## src/mpc_pkg.sv

```systemverilog
package mpc_pkg;

	// Default depth of the pair store.
	localparam int MAX_PAIRS_DEF = 4096;

	// Fixed widths of the datapath.
	localparam int SAMPLE_W = 24;
	localparam int DEV_W    = SAMPLE_W + 1;
	localparam int PROD_W   = 2 * DEV_W;
	localparam int ACC_W    = 62;
	localparam int MAG_W    = ACC_W - 1;
	localparam int WIDE_W   = 2 * MAG_W;
	localparam int ROOT_W   = 30;
	localparam int Q_W      = ROOT_W + 1;
	localparam int CORR_W   = 32;
	localparam int STATUS_W = 2;

	// Reset value of the missing-sample code.
	localparam logic signed [SAMPLE_W-1:0] UNDEF_RESET = 24'sh800000;

	// Saturation limits of the accumulators, one bit wider than them.
	localparam logic signed [ACC_W:0] ACC_POS = 63'sd2305843009213693951;
	localparam logic signed [ACC_W:0] ACC_NEG = -63'sd2305843009213693951;

	// Result status codes.
	localparam logic [STATUS_W-1:0] ST_OK       = 2'd0;
	localparam logic [STATUS_W-1:0] ST_TOO_FEW  = 2'd1;
	localparam logic [STATUS_W-1:0] ST_ZERO_VAR = 2'd2;
	localparam logic [STATUS_W-1:0] ST_OVERFLOW = 2'd3;

	// Request to the ratio unit.
	typedef struct packed {
		logic             start;
		logic [MAG_W-1:0] cov_mag;
		logic [MAG_W-1:0] var_a;
		logic [MAG_W-1:0] var_b;
	} ratio_req_t;

	// Saturating accumulate of one product.
	function automatic logic signed [ACC_W-1:0] sat_add(
		input logic signed [ACC_W-1:0]  acc,
		input logic signed [PROD_W-1:0] x
	);
		logic signed [ACC_W:0] s;
		s = (ACC_W+1)'(acc) + (ACC_W+1)'(x);
		if (s > ACC_POS) begin
			s = ACC_POS;
		end else if (s < ACC_NEG) begin
			s = ACC_NEG;
		end
		return s[ACC_W-1:0];
	endfunction

endpackage

```

## src/mpc_ratio.sv

```systemverilog
module mpc_ratio import mpc_pkg::*; (
	input  logic           clk,
	input  logic           arst_n,
	input  ratio_req_t     req,
	output logic           done,
	output logic [Q_W-1:0] q
);

	localparam logic [2:0] R_IDLE  = 3'd0;
	localparam logic [2:0] R_MULP  = 3'd1;
	localparam logic [2:0] R_MULC  = 3'd2;
	localparam logic [2:0] R_CHECK = 3'd3;
	localparam logic [2:0] R_DIV   = 3'd4;
	localparam logic [2:0] R_SQRT  = 3'd5;

	localparam int LIMB_W = 31;
	localparam int X_W    = 2 * ROOT_W;

	logic [2:0]        phase_q;
	logic              done_q;
	logic [5:0]        step_q;
	logic [2:0]        mstep_q;
	logic [1:0]        pk_q;
	logic [2*LIMB_W-1:0] pp_q;
	logic [WIDE_W-1:0] acc_q;
	logic [MAG_W-1:0]  cov_q;
	logic [MAG_W-1:0]  va_q;
	logic [MAG_W-1:0]  vb_q;
	logic [WIDE_W-1:0] p_q;
	logic [WIDE_W-1:0] c2_q;
	logic [WIDE_W:0]   rem_q;
	logic [X_W-1:0]    x_q;
	logic [31:0]       srem_q;
	logic [ROOT_W-1:0] root_q;
	logic [Q_W-1:0]    q_q;

	logic [MAG_W-1:0]  op_a;
	logic [MAG_W-1:0]  op_b;
	logic [LIMB_W-1:0] limb_a;
	logic [LIMB_W-1:0] limb_b;
	logic [WIDE_W-1:0] pp_ext;
	logic [WIDE_W-1:0] acc_next;
	logic [WIDE_W:0]   r2;
	logic              dge;
	logic [33:0]       s_sh;
	logic [33:0]       s_trial;
	logic              sge;
	logic [33:0]       s_sub;

	// Operands of the shared multiplier: the variances, then the covariance squared.
	assign op_a = (phase_q == R_MULP) ? va_q : cov_q;
	assign op_b = (phase_q == R_MULP) ? vb_q : cov_q;

	// Partial products in the order lo*lo, lo*hi, hi*lo, hi*hi.
	assign limb_a = mstep_q[1] ? {1'b0, op_a[MAG_W-1:LIMB_W]} : op_a[LIMB_W-1:0];
	assign limb_b = mstep_q[0] ? {1'b0, op_b[MAG_W-1:LIMB_W]} : op_b[LIMB_W-1:0];

	// Place the registered partial product at its weight.
	always_comb begin
		pp_ext = {{(WIDE_W-2*LIMB_W){1'b0}}, pp_q};
		case (pk_q)
			2'd0:    pp_ext = pp_ext;
			2'd3:    pp_ext = pp_ext << (2 * LIMB_W);
			default: pp_ext = pp_ext << LIMB_W;
		endcase
	end
	assign acc_next = acc_q + pp_ext;

	// One quotient bit of c2 * 2^60 / p per cycle.
	assign r2  = {rem_q[WIDE_W-1:0], 1'b0};
	assign dge = r2 >= {1'b0, p_q};

	// One root bit per cycle, two radicand bits consumed.
	assign s_sh    = {srem_q, x_q[X_W-1:X_W-2]};
	assign s_trial = {2'b00, root_q, 2'b01};
	assign sge     = s_sh >= s_trial;
	assign s_sub   = s_sh - s_trial;

	always_ff @(posedge clk or negedge arst_n) begin
		if (!arst_n) begin
			phase_q <= R_IDLE;
			done_q  <= 1'b0;
			step_q  <= '0;
			mstep_q <= '0;
		end else begin
			done_q <= 1'b0;
			unique case (phase_q)
				R_IDLE: begin
					if (req.start) begin
						phase_q <= R_MULP;
						mstep_q <= '0;
					end
				end
				R_MULP: begin
					if (mstep_q == 3'd4) begin
						mstep_q <= '0;
						phase_q <= R_MULC;
					end else begin
						mstep_q <= mstep_q + 3'd1;
					end
				end
				R_MULC: begin
					if (mstep_q == 3'd4) begin
						mstep_q <= '0;
						phase_q <= R_CHECK;
					end else begin
						mstep_q <= mstep_q + 3'd1;
					end
				end
				R_CHECK: begin
					step_q <= '0;
					if (c2_q >= p_q) begin
						done_q  <= 1'b1;
						phase_q <= R_IDLE;
					end else begin
						phase_q <= R_DIV;
					end
				end
				R_DIV: begin
					if (step_q == 6'(X_W - 1)) begin
						step_q  <= '0;
						phase_q <= R_SQRT;
					end else begin
						step_q <= step_q + 6'd1;
					end
				end
				R_SQRT: begin
					if (step_q == 6'(ROOT_W - 1)) begin
						done_q  <= 1'b1;
						phase_q <= R_IDLE;
					end else begin
						step_q <= step_q + 6'd1;
					end
				end
				default: begin
					phase_q <= R_IDLE;
				end
			endcase
		end
	end

	// Datapath registers.
	always_ff @(posedge clk) begin
		case (phase_q)
			R_IDLE: begin
				if (req.start) begin
					cov_q <= req.cov_mag;
					va_q  <= req.var_a;
					vb_q  <= req.var_b;
					acc_q <= '0;
				end
			end
			R_MULP, R_MULC: begin
				if (mstep_q != 3'd4) begin
					pp_q <= limb_a * limb_b;
					pk_q <= mstep_q[1:0];
				end
				if (mstep_q == 3'd4) begin
					acc_q <= '0;
					if (phase_q == R_MULP) begin
						p_q <= acc_next;
					end else begin
						c2_q <= acc_next;
					end
				end else if (mstep_q != 3'd0) begin
					acc_q <= acc_next;
				end
			end
			R_CHECK: begin
				rem_q  <= {1'b0, c2_q};
				x_q    <= '0;
				srem_q <= '0;
				root_q <= '0;
				if (c2_q >= p_q) begin
					q_q <= Q_W'(1) << ROOT_W;
				end
			end
			R_DIV: begin
				rem_q <= dge ? (r2 - {1'b0, p_q}) : r2;
				x_q   <= {x_q[X_W-2:0], dge};
			end
			R_SQRT: begin
				x_q    <= {x_q[X_W-3:0], 2'b00};
				srem_q <= sge ? s_sub[31:0] : s_sh[31:0];
				root_q <= {root_q[ROOT_W-2:0], sge};
				if (step_q == 6'(ROOT_W - 1)) begin
					q_q <= {1'b0, root_q[ROOT_W-2:0], sge};
				end
			end
			default: begin
			end
		endcase
	end

	assign done = done_q;
	assign q    = q_q;

endmodule

```

## config.mk

```make
export PLATFORM = sky130hd
export DESIGN_NAME = mpc_ratio
export DESIGN_NICKNAME = d
export VERILOG_FILES = /design/src/mpc_pkg.sv /design/src/mpc_ratio.sv
export SDC_FILE = /design/constraint.sdc
export NUM_CORES = 2
export LEC_CHECK = 0
export ABC_AREA = 0
export ABC_CLOCK_PERIOD_IN_PS = 23000
export BUFFER_PORTS_ARGS = -buffer_cell sky130_fd_sc_hd__buf_2
export CAP_MARGIN = 20
export CORE_AREA = 10 10 374 376
export DETAILED_ROUTE_END_ITERATION = 7
export DIE_AREA = 0 0 384 386
export PLACE_DENSITY = 0.92
export SLEW_MARGIN = 25
export SYNTH_ARGS = -nofsm -noshare
export SYNTH_HDL_FRONTEND = slang
export SYNTH_SLANG_ARGS = --single-unit
export TNS_END_PERCENT = 5
```

## constraint.sdc

```tcl
create_clock -name clk -period 23 [get_ports clk]
set_input_delay 5.75 -clock clk [delete_from_list [all_inputs] [get_ports clk]]
set_output_delay 5.75 -clock clk [all_outputs]
set_load 0.05 [all_outputs]
```

**Word level (Yosys, flattened, before mapping)**

Cells that the tools add are included.

- Input port bits: 186
- Register bits: 901
- Output and inout bits: 32

- Bitwise logic cells: 1
- $lt $le $gt $ge: 3
- Multiplexer cells: 34
- $mul: 1
- $add $sub $neg: 5
- Reduce and logical (&&, ||, !) cells: 17
- Equality and inequality tests: 18

Operators with widths:

| cell | count |
|---|---|
| $pmux 122 s2 | 3 |
| $mux 122 | 4 |
| $pmux 60 s3 | 1 |
| $mux 31 | 4 |
| $ge 123x122->1 | 1 |
| $add 122x122->122 | 1 |
| $ge 122x122->1 | 1 |
| $mux 61 | 2 |
| $sub 122x122->122 | 1 |
| $pmux 32 s2 | 1 |
| $mul 31x31->62 | 1 |
| $pmux 31 s2 | 1 |
| $pmux 30 s2 | 1 |
| $ge 34x32->1 | 1 |
| $mux 32 | 1 |
| $sub 32x32->32 | 1 |
| $mux 3 | 8 |
| $pmux 3 s6 | 1 |
| $pmux 6 s3 | 1 |
| $mux 6 | 2 |
| $ne 2x2->1 const B | 6 |
| $reduce_and 3->1 | 4 |
| $eq 3x3->1 const B | 3 |
| $reduce_and 2->1 | 4 |
| other kinds (20) | 25 |

**Longest topological paths before layout**

- Word-level depth: 6
- Gate-level depth with buffers: 39

**Worst setup path after synthesis**

OpenSTA, ideal clock, no wires.

- Kind: in2reg
- Start point: input req[183] (netlist bit)
- End point: register cov_q[0], enable pin
- Stages on the path: 1
- Arrival: 24.065 ns
- Slack: -2.302 ns
- Path through: nor4b_1

- Word-level cells in the longest chain between the ends: 1

Ends and longest elaborated chain:

| item | RTL line | text |
|---|---|---|
| from (decl) | mpc_ratio.sv:4 | `input ratio_req_t req,` |
| $reduce_and 2->1 (no line) | - |  |
| to (signal assigned) | mpc_ratio.sv:147 | `cov_q <= req.cov_mag;` |
| to (decl) | mpc_ratio.sv:26 | `logic [MAG_W-1:0] cov_q;` |

No other way between the ends.
A chain may end at the register's enable or synchronous reset.

**Worst setup path after layout**

- Start point: register phase_q[2]
- End point: register pp_q[61] (data pin)

- Word-level cells in the longest chain between the ends: 4
- Elaborated cells between the ends (all ways): 6
- Classes of those cells: mul (1); eq/ne (1); mux (4)

Ends and longest elaborated chain:

| item | RTL line | text |
|---|---|---|
| from (decl) | mpc_ratio.sv:19 | `logic [2:0] phase_q;` |
| from (signal assigned) | mpc_ratio.sv:81 | `phase_q <= R_IDLE;` |
| from (signal assigned) | mpc_ratio.sv:90 | `phase_q <= R_MULP;` |
| from (signal assigned) | mpc_ratio.sv:97 | `phase_q <= R_MULC;` |
| $eq 3x1->1 (*) | mpc_ratio.sv:51, mpc_ratio.sv:52 |  |
| $mux 61, on equally long branches | mpc_ratio.sv:51, mpc_ratio.sv:52 |  |
| $mux 31, on equally long branches | mpc_ratio.sv:55, mpc_ratio.sv:56 |  |
| $mul 31x31->62 (*) | mpc_ratio.sv:155 | `pp_q <= limb_a * limb_b;` |
| to (signal assigned) | mpc_ratio.sv:155 |  |
| to (decl) | mpc_ratio.sv:24 | `logic [2*LIMB_W-1:0] pp_q;` |

Every way passes the cells marked *; elsewhere a longest branch is shown, timed or not.

==> flow_summary_export.csv <==
group,metric,value,unit
clock_network,cts_sinks,901,
detailed_routing,wire_per_inst,25.0,µm
worst_setup_path,slowest_delay,0.90,ns
sta,hold_violations,0,
worst_setup_path,path_max_fanout,105,
sta,finalCriticalPeriod,12.30,ns
placed_design,dpl.hpwl,209000,µm
floorplanning,ios,218,
sta,rsz0062_at_grt,"false",
synthesis,async_reset_ff_share,1.44,%
clock_network,clk_path_buf_depth,3,
synthesis,synth_top_cells_by_area,"edfxtp_1 (31%), fa_1 (20%), ha_1 (9.7%), inv_1 (5.0%), nand2_1 (4.5%)",
worst_setup_path,crit_path_frequent_cell,"fa_1",
synthesis,synthFlopType,"edfxtp_1",
finish,drive_gt1_share,6.52,%
sta,skew,0.0508,ns
worst_setup_path,cp_slowest_cell,"o31a_1",
synthesis,syn-mean-instance-area,9.52,µm²
worst_hold_path,hold_class,"reg2reg",
detailed_routing,drc_errors,0,
global_route,grt_max_degree,106,
status,outcome,"finished clean",
detailed_routing,ant_nets,0,
synthesis,yosys-top-cells-count,"inv_1 (1,129), nand2_1 (1,018), nor2_1 (968), edfxtp_1 (888), fa_1 (839)",
floorplanning,start_util,64.2,%
sta,finalCritPeriodShare,53.5,%
floorplanning,die_x,384,µm
clock_network,insertion_delay,0.74,ns
sta,fin_setup_tns,0,ns
detailed_routing,routed_wl,269000,µm
global_route,antenna_found_initial,6,
clock_network,h-tree-depth,3,
sta,fmax,81.3,MHz
floorplanning,core.rowCount,134,
clock_network,cts_made_buffers,95,
detailed_routing,avgViaCountPerCell,6.38,
finish,nFillCells,9894,
worst_setup_path,end_kind,"flop",
synthesis,syn_area,85200,µm²
finish,multi_input_area,52600,µm²
global_route,grt_overflow,0,
worst_setup_path,cp-start-kind,"flop",
finish,area_growth,7.06,%
synthesis,seq_area_frac_synth,31.7,%
finish,nNetsFinal,10600,
finish,seq_area,27000,µm²
synthesis,synth_cells,8947,
synthesis,yosysWarnings,0,
clock_network,postCtsHoldBufs,0,
clock_network,ctsRootBufferMaster,"clkbuf_16",
synthesis,synth.top_cell.area_share,31.3,%
floorplanning,fp.coreArea,133000,µm²
sta,worstMarginPinSlew,1.16,ns
sta,setup_viol,0,
synthesis,yosysMostFrequentCell,"inv_1",
synthesis,synth_edf_count,888,
placed_design,portBuffers,217,
worst_setup_path,arrival,12.74,ns
synthesis,synth-seq-cells,901,
global_route,track_usage,35.9,%
synthesis,syn_nets,10600,
placed_design,gp_congestion,1.05,
synthesis,synth_cell_type_count,84,
worst_setup_path,critPathKind,"reg2reg",
sta,max_slew_margin,21.9,%
clock_network,cts_resized,0,
flow_run,maxCapViolCount,0,
clock_network,tritoncts,"built",
sta,drv_slew,0,
clock_network,clkSlewWorstSetupHoldPaths,0.06,ns
clock_network,cts_setup_buffers,0,
detailed_routing,via_count,68700,
detailed_routing,drt_iter0_drc,7274,
worst_setup_path,critPathRequiredTime,23.45,ns
detailed_routing,dr.pass1.iters,6,
floorplanning,dieArea,148000,µm²
global_route,grt_pass1_wl,410000,µm
floorplanning,chipHeight,386,µm
global_route,grt_pass1_vias,69800,
synthesis,synth_top_cell_by_area,"edfxtp_1",
layout by cell type, fill, tap and decap left out, types with 31 or more instances in the layout:
cell / Yosys / final
o211ai_1: 88 / 88
a22o_1: 91 / 91
and3_1: 34 / 34
o21a_1: 52 / 52
nor2b_1: 31 / 31
a21o_1: 219 / 219
xnor2_1: 204 / 204
o21bai_1: 91 / 91
inv_1: 1129 / 1126
fa_1: 839 / 839
a31oi_1: 112 / 112
buf_4: 1 / 104
edfxtp_1: 888 / 888
a21oi_1: 553 / 552
buf_2: 9 / 217
nand4_1: 161 / 161
nor3_1: 65 / 64
nand2_1: 1018 / 1016
ha_1: 658 / 657
xor2_1: 112 / 112
nand3_1: 94 / 94
clkbuf_16: 0 / 97
nor2_1: 968 / 965
and2_1: 209 / 207
nand2b_1: 70 / 69
o31a_1: 61 / 57
o21ai_0: 348 / 347
flip-flops by register name, summed over array words and instances (netlist names), 60 cells and up:
| name | flops |
|---|---|
| acc_q | 122 |
| c2_q | 122 |
| cov_q | 61 |
| p_q | 122 |
| pp_q | 62 |
| rem_q | 122 |
| va_q | 61 |
| vb_q | 61 |
| x_q | 60 |
critical path, delay by kind of cell, from the launching register on:
kind | cells | cell delay, ns
compound gates | 9 | 3.35
xor+xnor | 1 | 0.13
fa+ha+maj | 9 | 4.50
buf+inv | 7 | 1.15
flops | 1 | 0.83
simple gates | 7 | 1.97
per-layer routing:
layer | share of wire [%] | global-route usage (%) | vias to the layer above
met2 | 46 | 58.0 | 4004
met1 | 37 | 44.8 | 33500
li1 | - | - | 30200
met5 | 0.016 | 0 | -
met4 | 7.7 | 22.0 | 8
met3 | 9.5 | 6.83 | 922
path summary, 6_finish.rpt:
| kind | startpoint | to | slack (ns) | cells past startpoint |
|---|---|---|---|---|
| max in group asynchronous | arst_n | mstep_q[1]$_DFFE_PN0P_ | 17.80 | 1 |
| max reg2reg | phase_q[2]$_DFFE_PN0P_ | pp_q[61]$_DFFE_PP_ | 10.70 | 33 |
| min | mstep_q[2]$_DFFE_PN0P_ | mstep_q[2]$_DFFE_PN0P_ | 0.55 | 1 |
| max | phase_q[2]$_DFFE_PN0P_ | pp_q[61]$_DFFE_PP_ | 10.70 | 33 |
| min in group asynchronous | arst_n | done$_DFF_PN0_ | 4.91 | 1 |
| min reg2reg | mstep_q[2]$_DFFE_PN0P_ | mstep_q[2]$_DFFE_PN0P_ | 0.55 | 1 |
kinds of logic (layout without fill, tap and decap cells):
logic type                 Yosys count  count (layout)  synth area share [%]
AOI/OAI and AO/OA                 1849            1849                  13.9
xor gates and xnor gates           316             316                  3.25
adders and majority gates         1497            1497                  29.4
buffers and inverters             1590            1631                  7.02
DFF                                901             901                  31.7
muxes                               31              31                 0.411
other                                0               3                     0
and+or+nand+nor                   2763            2763                  14.3
cell type report:
class / count / share of cell area (%)
repair buffers: 328 / 2.13
clock buffers: 120 / 2.78
flip-flops and latches: 901 / 29.6
well taps: 1768 / 2.42
clock inverters: 54 / 0.694
multi-input cells: 6456 / 57.7
inverters: 1129 / 4.65
diodes: 3 / 0.00823
stage by stage:
step                      hold WS [ns]  area (µm²)  utilization (%)  setup WS (ns)  std cells
after floorplan                  0.451       85200                -           6.53       8947
after global placement           0.517       88000             66.3          11.00      10600
after detailed placement         0.522       88000             66.4          10.84      10600
after CTS                        0.540       91200             68.7          10.79      10800
after global routing             0.576       91200             68.8          10.18      10800
final                            0.551       91200             68.8          10.70      10800
Power is not shown: default switching activity piles up to over one toggle a cycle in this logic, so the estimate is an artifact.
