**src/mpc_pkg.sv**
```systemverilog
package mpc_pkg;

	// Default depth of the pair store.
	localparam int MAX_PAIRS_DEF = 4096;

	// Fixed widths of the datapath.
	localparam int SAMPLE_W = 24;
	localparam int DEV_W    = SAMPLE_W + 1;
	localparam int PROD_W   = 2 * DEV_W;
	localparam int ACC_W    = 62;
	localparam int MAG_W    = ACC_W - 1;
	localparam int WIDE_W   = 2 * MAG_W;
	localparam int ROOT_W   = 30;
	localparam int Q_W      = ROOT_W + 1;
	localparam int CORR_W   = 32;
	localparam int STATUS_W = 2;

	// Reset value of the missing-sample code.
	localparam logic signed [SAMPLE_W-1:0] UNDEF_RESET = 24'sh800000;

	// Saturation limits of the accumulators, one bit wider than them.
	localparam logic signed [ACC_W:0] ACC_POS = 63'sd2305843009213693951;
	localparam logic signed [ACC_W:0] ACC_NEG = -63'sd2305843009213693951;

	// Result status codes.
	localparam logic [STATUS_W-1:0] ST_OK       = 2'd0;
	localparam logic [STATUS_W-1:0] ST_TOO_FEW  = 2'd1;
	localparam logic [STATUS_W-1:0] ST_ZERO_VAR = 2'd2;
	localparam logic [STATUS_W-1:0] ST_OVERFLOW = 2'd3;

	// Request to the ratio unit.
	typedef struct packed {
		logic             start;
		logic [MAG_W-1:0] cov_mag;
		logic [MAG_W-1:0] var_a;
		logic [MAG_W-1:0] var_b;
	} ratio_req_t;

	// Saturating accumulate of one product.
	function automatic logic signed [ACC_W-1:0] sat_add(
		input logic signed [ACC_W-1:0]  acc,
		input logic signed [PROD_W-1:0] x
	);
		logic signed [ACC_W:0] s;
		s = (ACC_W+1)'(acc) + (ACC_W+1)'(x);
		if (s > ACC_POS) begin
			s = ACC_POS;
		end else if (s < ACC_NEG) begin
			s = ACC_NEG;
		end
		return s[ACC_W-1:0];
	endfunction

endpackage

```
**src/mpc_mean.sv**
```systemverilog
module mpc_mean import mpc_pkg::*; #(
	parameter int SUM_W = SAMPLE_W + 13,
	parameter int CNT_W = 13
) (
	input  logic                       clk,
	input  logic                       arst_n,
	input  logic                       start,
	input  logic signed [SUM_W-1:0]    sum,
	input  logic        [CNT_W-1:0]    count,
	output logic                       done,
	output logic signed [SAMPLE_W-1:0] mean
);

	localparam int STEP_W = $clog2(SUM_W + 1);

	logic              busy_q;
	logic              done_q;
	logic [STEP_W-1:0] step_q;
	logic [SUM_W-1:0]  dvd_q;
	logic [SUM_W-1:0]  quo_q;
	logic [CNT_W-1:0]  rem_q;
	logic [CNT_W-1:0]  den_q;
	logic              neg_q;
	logic signed [SAMPLE_W-1:0] mean_q;

	logic [SUM_W-1:0]  mag;
	logic [CNT_W:0]    rem_sh;
	logic              ge;
	logic [CNT_W:0]    rem_sub;
	logic [SUM_W-1:0]  fix;

	// Magnitude of the sum; the most negative value reads correctly as unsigned.
	assign mag = sum[SUM_W-1] ? (~sum + SUM_W'(1)) : sum;

	// One quotient bit per cycle by restoring division.
	assign rem_sh  = {rem_q, dvd_q[SUM_W-1]};
	assign ge      = rem_sh >= {1'b0, den_q};
	assign rem_sub = rem_sh - {1'b0, den_q};

	// Floor for a negative sum: negate and step down when a remainder is left.
	assign fix = neg_q ? (~quo_q + SUM_W'(1) - {{(SUM_W-1){1'b0}}, |rem_q}) : quo_q;

	always_ff @(posedge clk or negedge arst_n) begin
		if (!arst_n) begin
			busy_q <= 1'b0;
			done_q <= 1'b0;
			step_q <= '0;
		end else begin
			done_q <= 1'b0;
			if (start) begin
				busy_q <= 1'b1;
				step_q <= '0;
			end else if (busy_q) begin
				if (step_q == STEP_W'(SUM_W)) begin
					busy_q <= 1'b0;
					done_q <= 1'b1;
				end else begin
					step_q <= step_q + STEP_W'(1);
				end
			end
		end
	end

	always_ff @(posedge clk) begin
		if (start) begin
			dvd_q <= mag;
			quo_q <= '0;
			rem_q <= '0;
			den_q <= count;
			neg_q <= sum[SUM_W-1];
		end else if (busy_q) begin
			if (step_q == STEP_W'(SUM_W)) begin
				mean_q <= fix[SAMPLE_W-1:0];
			end else begin
				dvd_q <= {dvd_q[SUM_W-2:0], 1'b0};
				quo_q <= {quo_q[SUM_W-2:0], ge};
				rem_q <= ge ? rem_sub[CNT_W-1:0] : rem_sh[CNT_W-1:0];
			end
		end
	end

	assign done = done_q;
	assign mean = mean_q;

endmodule

```
**config.mk**
```make
export PLATFORM = sky130hd
export DESIGN_NAME = mpc_mean
export DESIGN_NICKNAME = d
export VERILOG_FILES = /design/src/mpc_pkg.sv /design/src/mpc_mean.sv
export SDC_FILE = /design/constraint.sdc
export NUM_CORES = 1
export LEC_CHECK = 0
export BUFFER_PORTS_ARGS = -buffer_cell sky130_fd_sc_hd__buf_2
export CAP_MARGIN = 20
export CORE_ASPECT_RATIO = 0.5
export CORE_MARGIN = 2
export CORE_UTILIZATION = 54
export DETAILED_ROUTE_END_ITERATION = 10
export HOLD_SLACK_MARGIN = 0.1
export PLACE_DENSITY = 0.74
export SLEW_MARGIN = 30
export SYNTH_ARGS = -nofsm -noshare
export SYNTH_HDL_FRONTEND = slang
export SYNTH_SLANG_ARGS = --single-unit
```
**constraint.sdc**
```tcl
create_clock -name clk -period 4.4 [get_ports clk]
set_clock_uncertainty 0.1 [all_clocks]
set_input_delay 0.66 -clock clk [delete_from_list [all_inputs] [get_ports clk]]
set_output_delay 0.66 -clock clk [all_outputs]
set_load 0.05 [all_outputs]
```
Word level (Yosys, flattened, before mapping)
Index checks and enable logic that the tools add are counted.
{ "totals": {"output_inout_bits": 25, "register_bits": 120, "inputBits": 53} }
{ "op_classes": {"eq_ne": 2, "n_lt_le_gt_ge": 1, "muxes": 15, "reduce_logical": 5, "bitwise": 4, "addsub": 5} }
{ "ops": {"columns": ["cell", "count"], "rows": [
  ["2-to-1 mux 37 bit", 4],
  ["adder 37 x 2 -> 37 bit, second input constant", 1],
  ["NOT 37 bit", 1],
  ["adder 24 x 1 -> 24 bit, second input constant", 1],
  ["2-to-1 mux 24 bit", 1],
  ["NOT 24 bit", 1],
  ["subtractor 24 x 1 -> 24 bit", 1],
  ["2-to-1 mux 6 bit", 3],
  [">= comparator 14 x 13 -> 1 bit", 1],
  ["2-to-1 mux 13 bit", 1],
  ["OR reduction 13 bit", 1],
  ["subtractor 13 bit", 1],
  ["adder 6 x 1 -> 6 bit, second input constant", 1],
  ["equality test 6 bit, second input constant", 1],
  ["2-to-1 mux 1 bit", 6],
  ["AND reduction 2 bit", 2],
  ["AND reduction 3 bit", 1],
  ["!= test 2 bit, second input constant", 1],
  ["NOT 1 bit", 2],
  ["nonzero test 2 bit", 1]
]} }

Longest topological paths before layout
Gate-level depths: netlist of run 1.
{ "depth": {"word_depth": 4, "depth_mapped": 14, "ltp_nobuf": 14} }

Worst setup path after synthesis of run 1
No wires, ideal clock.
{ "synth_path": {"kind": "input to register", "start": "input start", "end": "register mean_q[0], in the netlist mean[0], enable pin", "n_path_buf": 2, "setup_slack_ps": 976, "stages": 3, "arrival_time_ps": 2884, "setup_time_ps": 440, "path_cell_list": "clkbuf_1 -> clkbuf_1 -> nor3b_1"} }
{ "synth_between": {"elab_chain_cells": 2} }
{ "synth_rtl": {"columns": ["element", "line_no", "source"], "rows": [
  ["from (decl)", "mpc_mean.sv:7", "input logic start,"],
  ["NOT 1 bit (no source line)", null, null],
  ["AND reduction 3 bit (no source line)", null, null],
  ["to (signal assigned)", "mpc_mean.sv:73", "mean_q <= fix[SAMPLE_W-1:0];"],
  ["to (decl)", "mpc_mean.sv:24", "logic signed [SAMPLE_W-1:0] mean_q;"]
]} }
Every way passes these cells.
A chain may end at the register's enable or synchronous reset.

Worst setup path in the final report of run 1
{ "layout_path": {"start": "register rem_q[12]", "end": "register mean_q[23], in the netlist mean[23], data pin"} }
{ "layout_between": {"elab_chain_cells": 3} }
{ "layout_rtl": {"columns": ["element", "line_no", "source"], "rows": [
  ["from (decl)", "mpc_mean.sv:21", "logic [CNT_W-1:0] rem_q;"],
  ["from (signal assigned)", "mpc_mean.sv:77", "rem_q <= ge ? rem_sub[CNT_W-1:0] : rem_sh[CNT_W-1:0];"],
  ["OR reduction 13 bit", "mpc_mean.sv:41", "assign fix = neg_q ? (~quo_q + SUM_W'(1) - {{(SUM_W-1){1'b0}}, |rem_q}) : quo_q;"],
  ["subtractor 24 x 1 -> 24 bit", "mpc_mean.sv:41", null],
  ["2-to-1 mux 24 bit", "mpc_mean.sv:41", null],
  ["via fix[23]", "mpc_mean.sv:30", "logic [SUM_W-1:0] fix;"]
]} }
The timed path passes the listed nets, and every way through them passes these cells.

==> flow_metrics.env, run 1 <==
export IMPL_status="complete, no violations"
export IMPL_cts_repair_resized=0
export IMPL_max_freq_mhz=280
export IMPL_grt_max_degree=95
export IMPL_rows=29
export IMPL_hp_class="input pin to flop"
export IMPL_synth_xor_area_share_pct=7.98
export IMPL_num_io_pins=78
export IMPL_cp_data_arrival_time_ns=3.62
export IMPL_cp_max_fo=3
export IMPL_synth_area_leaders="edfxtp_1 (32%), dfxtp_1 (10%), ha_1 (7.4%)"
export IMPL_synth_largest_area_cell="edfxtp_1"
export IMPL_min_period_ns=3.57
export IMPL_grt_usage_pct=21.8
export IMPL_tns_ns=0
export IMPL_wl_per_cell_um=15.2
export IMPL_synth_avg_cell_area_um2=9.61
export IMPL_critical_path_cell_chain="or4_1, nor4_1, ha_1, ha_1, inv_1, ha_1, o21bai_1, a221oi_2, o21ai_1, a31oi_1, o311ai_1, o2111ai_1, xor2_1"
export IMPL_cts_buffer_depth=2
export IMPL_rsz0062_at_grt="no"
export IMPL_via_per_inst=5.67
export IMPL_ys_flop_type="edfxtp_1"
export IMPL_syn_nets=838
export IMPL_tightest_slew_ns=0.919
export IMPL_route_detailed_drc=0
export IMPL_cts_tree="done"
export IMPL_area_growth_syn_to_layout_pct=15.5
export IMPL_ys_seq_area_share_pct=44.8
export IMPL_synth_compound_area_share_pct=18.2
export IMPL_clkTransAtPathRegs_ns=0.06
export IMPL_nets=907
export IMPL_ys_types=60
export IMPL_rr_startpoint="rem_q[12]$_SDFFE_PP0P_"
export IMPL_diodes=0
export IMPL_crit_type="flop to flop"
export IMPL_setup_viol=0
export IMPL_rr_worst_depth=13
export IMPL_grt_pass1_vias=5250
export IMPL_hp_start="count[10]"
export IMPL_cp_common_cell="ha_1"
export IMPL_power_density_mw_per_mm2=524
export IMPL_hold_path_depth=1
export IMPL_dr_pass1_iters=5
export IMPL_die_x_um=167
export IMPL_netlist_top_cells_count="edfxtp_1 (75), nor2_1 (64), a21oi_1 (62), nand2_1 (54), o21ai_0 (46)"
export IMPL_wl_um=15100
export IMPL_synthArstFlopShare_pct=6.67
export IMPL_drtIter0Drc=333
export IMPL_yosysWarnings=0
export IMPL_p_leak_uw=0.00340
export IMPL_muxShareOfSynthArea_pct=2.70
export IMPL_total_power_uw=4320
export IMPL_yosys_register_bits=120
export IMPL_crit_slowest_cell="or4_1"
export IMPL_maxSlewHeadroom_pct=38.7
export IMPL_portBuffers=77
export IMPL_synth_edf_count=75
export IMPL_period_share_pct=81.2
export IMPL_gr_total_overflow=0
export IMPL_dpl_hpwl_um=10400
export IMPL_ant_nets=0
export IMPL_gp_congestion=0.890
export IMPL_peakVddDrop_mv=0.247
export IMPL_die_area_mm2=0.0142
export IMPL_r2r_end="mean[23]$_DFFE_PP_"
export IMPL_grt_pass1_wl_um=25100
export IMPL_synth_most_common_cell="edfxtp_1"
export IMPL_htree_levels=4
export IMPL_cts_root_buffer="clkbuf_16"
export IMPL_end_kind="flop"
export IMPL_synth_area_mm2=0.00713
export IMPL_synth_top_family_by_area="compound AO/OA/AOI/OAI gates"
export IMPL_synth_simple_gate_area_share_pct=14.7
export IMPL_cts_sinks=120
export IMPL_critPathRequiredTime_ns=4.45
export IMPL_die_h_um=85.3
export IMPL_antenna_found_initial=1
export IMPL_synth_fa_ha_area_share_pct=7.65
export IMPL_timing_final_max_slew_violations=0
export IMPL_core_area_mm2=0.0128
export IMPL_start_kind="flop"
export IMPL_synth_top_area_share_pct=31.6
export IMPL_start_util_pct=55.8
export IMPL_max_cap_violations=0
export IMPL_reg2reg_slack_ns=0.83
export IMPL_syn_inst=742
export IMPL_min_to="den_q[10]$_DFFE_PP_"
export IMPL_drive_gt1_share_pct=15.6
export IMPL_clk_latency_ns=0.41
export IMPL_fillers=1049
export IMPL_cpPeakStageDelay_ns=0.51
export IMPL_post_cts_buffers=0
export IMPL_cts_buffers=17
export IMPL_finalHoldViolCount=0
export IMPL_via_count=5627
[routing by layer]
metal / global-route usage (%) / wire [µm]
met3: 5.18 / 860
met4: 6.90 / 176
met5: 0 / 0
met2: 35.6 / 6900
met1: 29.1 / 7150
[sequential cells by signal (all words and copies together) (netlist names)]
signal and flops:
busy_q 1, den_q 13, done 1, dvd_q 37
mean 24, neg_q 1, quo_q 24, rem_q 13
step_q 6
[timing repair]
item,CTS,global route
hold endpoints to repair,8,0
hold buffers,1,0
setup endpoints to repair,0,0
[metrics by stage]
step | std cells | util [%] | hold WS, ns | worst slack [ns] | area, µm²
global route | 993 | 64.5 | 0.321 | 0.564 | 8240
CTS | 993 | 64.5 | 0.317 | 0.817 | 8240
detailed placement | 961 | 59.9 | 0.387 | 0.817 | 7650
finish | 993 | 64.5 | 0.333 | 0.828 | 8240
global placement | 961 | 59.9 | 0.382 | 0.978 | 7650
floorplan | 742 | - | 0.264 | 0.976 | 7130
[worst max-delay path by stage]
stage | cells past startpoint | from | slack (ns) | endpoint
floorplan | 3 | start | 0.98 | mean[0]$_DFFE_PP_
global placement | 13 | rem_q[0]$_SDFFE_PP0P_ | 0.98 | mean[23]$_DFFE_PP_
detailed placement | 13 | rem_q[0]$_SDFFE_PP0P_ | 0.82 | mean[23]$_DFFE_PP_
CTS | 13 | rem_q[0]$_SDFFE_PP0P_ | 0.82 | mean[23]$_DFFE_PP_
global route | 13 | rem_q[0]$_SDFFE_PP0P_ | 0.56 | mean[23]$_DFFE_PP_
finish | 13 | rem_q[12]$_SDFFE_PP0P_ | 0.83 | mean[23]$_DFFE_PP_
[cell usage in the layout, fill, tap and decap left out, types with 5 or more instances in the layout]
cell type and instances:
a211oi_1 5, o31ai_1 12, buf_2 77, nand3_1 16
a31oi_1 6, inv_1 41, mux2i_1 17, nand2b_1 5
nand4_1 13, o21ai_0 46, edfxtp_1 75, or3_1 5
o21ai_1 6, buf_4 6, nand3b_1 6, a21oi_1 62
dfrtp_1 8, dfxtp_1 37, xnor2_1 20, nand2_1 54
nor3_1 8, xor2_1 45, a21o_1 12, nor4_1 5
o22ai_1 22, o21a_1 7, nor2_1 64, ha_1 42
nor2b_1 6, clkbuf_16 17
[worst max-delay path, delay by kind of cell, from the launching register on]
| family | cells | cell delay (ns) |
|---|---|---|
| buf+inv | 1 | 0.05 |
| flops | 1 | 0.32 |
| fa+ha+maj | 3 | 0.62 |
| xor+xnor | 1 | 0.17 |
| compound gates | 6 | 1.23 |
| simple gates | 2 | 0.82 |
[kinds of logic after synthesis]
family                   count (synthesis)
adder cells (fa/ha/maj)                 43
AO/OA/AOI/OAI                          208
AND/OR/NAND/NOR                        211
XOR/XNOR                                65
multiplexers                            19
buffers and inverters                   76
flip-flops                             120
[area by class of cell]
class	instances	area [µm²]	area share, %
clock buffer	20	447	5.42
clock inverter	11	133	1.61
inverter	42	158	1.91
multi-input combinational	546	3660	44.4
sequential	120	3190	38.7
tap	170	213	2.58
timing repair buffer	84	440	5.34
[where the power goes]
group	switching [µW]	internal (µW)
clock	481	893
sequential	45.0	1350
combinational	846	706
total	1370	2950
Power figures use the tool's default switching activity.
==> run 2, diff against run 1 <==
==> constraint.sdc (replaced) <==
create_clock -name clk -period 3.49 [get_ports clk]
set_clock_uncertainty 0.1 [all_clocks]
set_input_delay 0.5235 -clock clk [delete_from_list [all_inputs] [get_ports clk]]
set_output_delay 0.5235 -clock clk [all_outputs]
set_load 0.05 [all_outputs]
==> run 2 against run 1 <==
  * Sequential power rose by 26%
  * Setup slack got worse by 0.65 ns
  * Largest power group unchanged
  * Final area rose by 2.0%
  * Count of clock-buffer cells in the layout fell by 2
  * Die area did not move
==> flow_metrics.env, run 2 (synthesis gave the netlist of run 1 again) <==
export IMPL_p_int_uw=4010
export IMPL_clkTransAtPathRegs_ns=0.06
export IMPL_timing_final_max_slew_violations=0
export IMPL_clock_power_share_pct=33.9
export IMPL_comb_power_share_pct=35.6
export IMPL_start_util_pct=55.8
export IMPL_rsz0062_at_grt="yes"
export IMPL_area_growth_syn_to_layout_pct=17.9
export IMPL_rr_worst_depth=13
export IMPL_max_freq_mhz=302
export IMPL_cp_data_arrival_time_ns=3.37
export IMPL_power_density_mw_per_mm2=690
export IMPL_setup_viol=0
export IMPL_status="complete, no violations"
export IMPL_post_cts_buffers=0
export IMPL_nets=912
export IMPL_cts_root_buffer="clkbuf_16"
export IMPL_antenna_found_initial=2
export IMPL_cp_common_cell="ha_1"
export IMPL_cp_depth=13
export IMPL_tightest_slew_ns=0.648
export IMPL_die_h_um=85.3
export IMPL_core_area_mm2=0.0128
export IMPL_tns_ns=0
export IMPL_grt_max_degree=48
export IMPL_ant_nets=0
export IMPL_grt_pass1_wl_um=25700
export IMPL_grt_pass1_vias=5427
export IMPL_cpPeakStageDelay_ns=0.59
export IMPL_crit_family="compound AO/OA/AOI/OAI gates"
export IMPL_layout_commonest_cell="buf_2"
export IMPL_reg2reg_slack_ns=0.17
export IMPL_via_count=5743
export IMPL_wl_um=15400
export IMPL_die_area_mm2=0.0142
export IMPL_rr_startpoint="rem_q[12]$_SDFFE_PP0P_"
export IMPL_cts_tree="done"
export IMPL_gp_congestion=0.881
export IMPL_start_kind="flop"
export IMPL_drive_gt1_share_pct=17.2
export IMPL_crit_start="rem_q[12]$_SDFFE_PP0P_"
export IMPL_p_leak_uw=0.00347
export IMPL_maxSlewHeadroom_pct=56.8
export IMPL_grt_usage_pct=22.4
export IMPL_min_period_ns=3.32
export IMPL_critical_path_cell_chain="or4_1, nor4_4, ha_2, ha_1, inv_1, ha_1, o21bai_2, a221oi_2, o21ai_2, a31oi_2, o311ai_2, o2111ai_1, xor2_1"
export IMPL_top_register="dvd_q"
export IMPL_p_sw_uw=1790
export IMPL_htree_levels=4
export IMPL_period_share_pct=95.0
export IMPL_largest_register_ffs=37
export IMPL_cts_buffers=17
export IMPL_whs_ns=0.188
export IMPL_end_kind="flop"
export IMPL_rows=29
export IMPL_route_detailed_drc=0
export IMPL_dr_pass1_iters=6
export IMPL_final_cell_mix="buf_2 (77), edfxtp_1 (75), nor2_1 (64)"
export IMPL_cp_num_buf_inv=1
export IMPL_drtIter0Drc=344
export IMPL_fin_util_pct=65.8
export IMPL_dpl_hpwl_um=10800
export IMPL_cp_max_fo=3
export IMPL_p_seq_share_pct=30.5
export IMPL_max_cap_violations=0
export IMPL_r2r_end="mean[23]$_DFFE_PP_"
export IMPL_hp_class="input pin to flop"
export IMPL_crit_slowest_cell="or4_1"
export IMPL_cts_sinks=120
export IMPL_cts_buffer_depth=2
export IMPL_finalHoldViolCount=0
export IMPL_portBuffers=77
export IMPL_cp_endpoint="mean[23]$_DFFE_PP_"
export IMPL_p_sw_share_pct=30.9
export IMPL_via_per_inst=5.75
export IMPL_diodes=0
export IMPL_num_io_pins=78
export IMPL_die_x_um=167
export IMPL_gr_total_overflow=0
export IMPL_crit_type="flop to flop"
export IMPL_wl_per_cell_um=15.5
export IMPL_critPathRequiredTime_ns=3.54
export IMPL_peakVddDrop_mv=0.320
export IMPL_clk_latency_ns=0.41
[run 2: final cells by class]
type	count	area [µm²]
inverters	42	158
flip-flops and latches	120	3190
well taps	170	213
fillers	1011	4370
clock buffers	18	429
multi-input cells	546	3710
repair buffers	89	478
clock inverters	14	229
[run 2: timing repair]
action,4_1_cts,5_1_grt
endpoints found under the setup margin,2,4
resized for setup,2,7
pin swaps,0,5
endpoints found under the hold margin,8,0
cloned,0,0
hold buffers,1,0
[run 2: layer usage]
metal / wire length [µm] / global-route usage [%] / vias up
met5: 16 / 0 / -
met4: 168 / 7.05 / 2
met3: 797 / 5.46 / 24
met2: 6960 / 36.0 / 133
met1: 7500 / 30.2 / 2722
li1: - / - / 2862
[run 2: worst reg2reg max path, cell delays in order (launching register included)]
cell       delay (ns)
dfxtp_1          0.33
or4_1            0.59
nor4_4           0.17
ha_2             0.22
ha_1             0.17
inv_1            0.05
ha_1             0.21
o21bai_2         0.19
a221oi_2         0.11
o21ai_2          0.17
a31oi_2          0.16
o311ai_2         0.27
o2111ai_1        0.16
xor2_1           0.16
[run 2: worst min path at each step]
stage | depth (start not counted) | end | slack (ns) | startpoint
5_1_grt | 1 | den_q[11]$_DFFE_PP_ | 0.18 | count[11]
4_1_cts | 1 | den_q[8]$_DFFE_PP_ | 0.18 | count[8]
3_5_place_dp | 1 | done$_DFF_PN0_ | 0.27 | arst_n
3_3_place_gp | 1 | done$_DFF_PN0_ | 0.28 | arst_n
6_report | 1 | den_q[7]$_DFFE_PP_ | 0.19 | count[7]
2_1_floorplan | 0 | busy_q$_DFF_PN0_ | 0.13 | arst_n
[run 2: power by group through the flow]
stage	logic [µW]	clock network (µW)	registers (µW)
after floorplan	1530	0	1770
after global routing	2300	2050	1780
final	2070	1970	1770
after detailed placement	1940	0	1790
after CTS	1980	1980	1760
after global placement	1900	0	1780
[run 2: metrics by stage]
stage | cell area (µm²) | power [µW] | std cells | setup slack (ns)
after floorplan | 7130 | 3300 | 742 | 0.202
after global placement | 7690 | 3680 | 966 | 0.0906
after detailed placement | 7690 | 3730 | 966 | -0.0782
after CTS | 8370 | 5730 | 999 | 0.0660
after global routing | 8410 | 6130 | 999 | -0.0261
final | 8410 | 5800 | 999 | 0.174
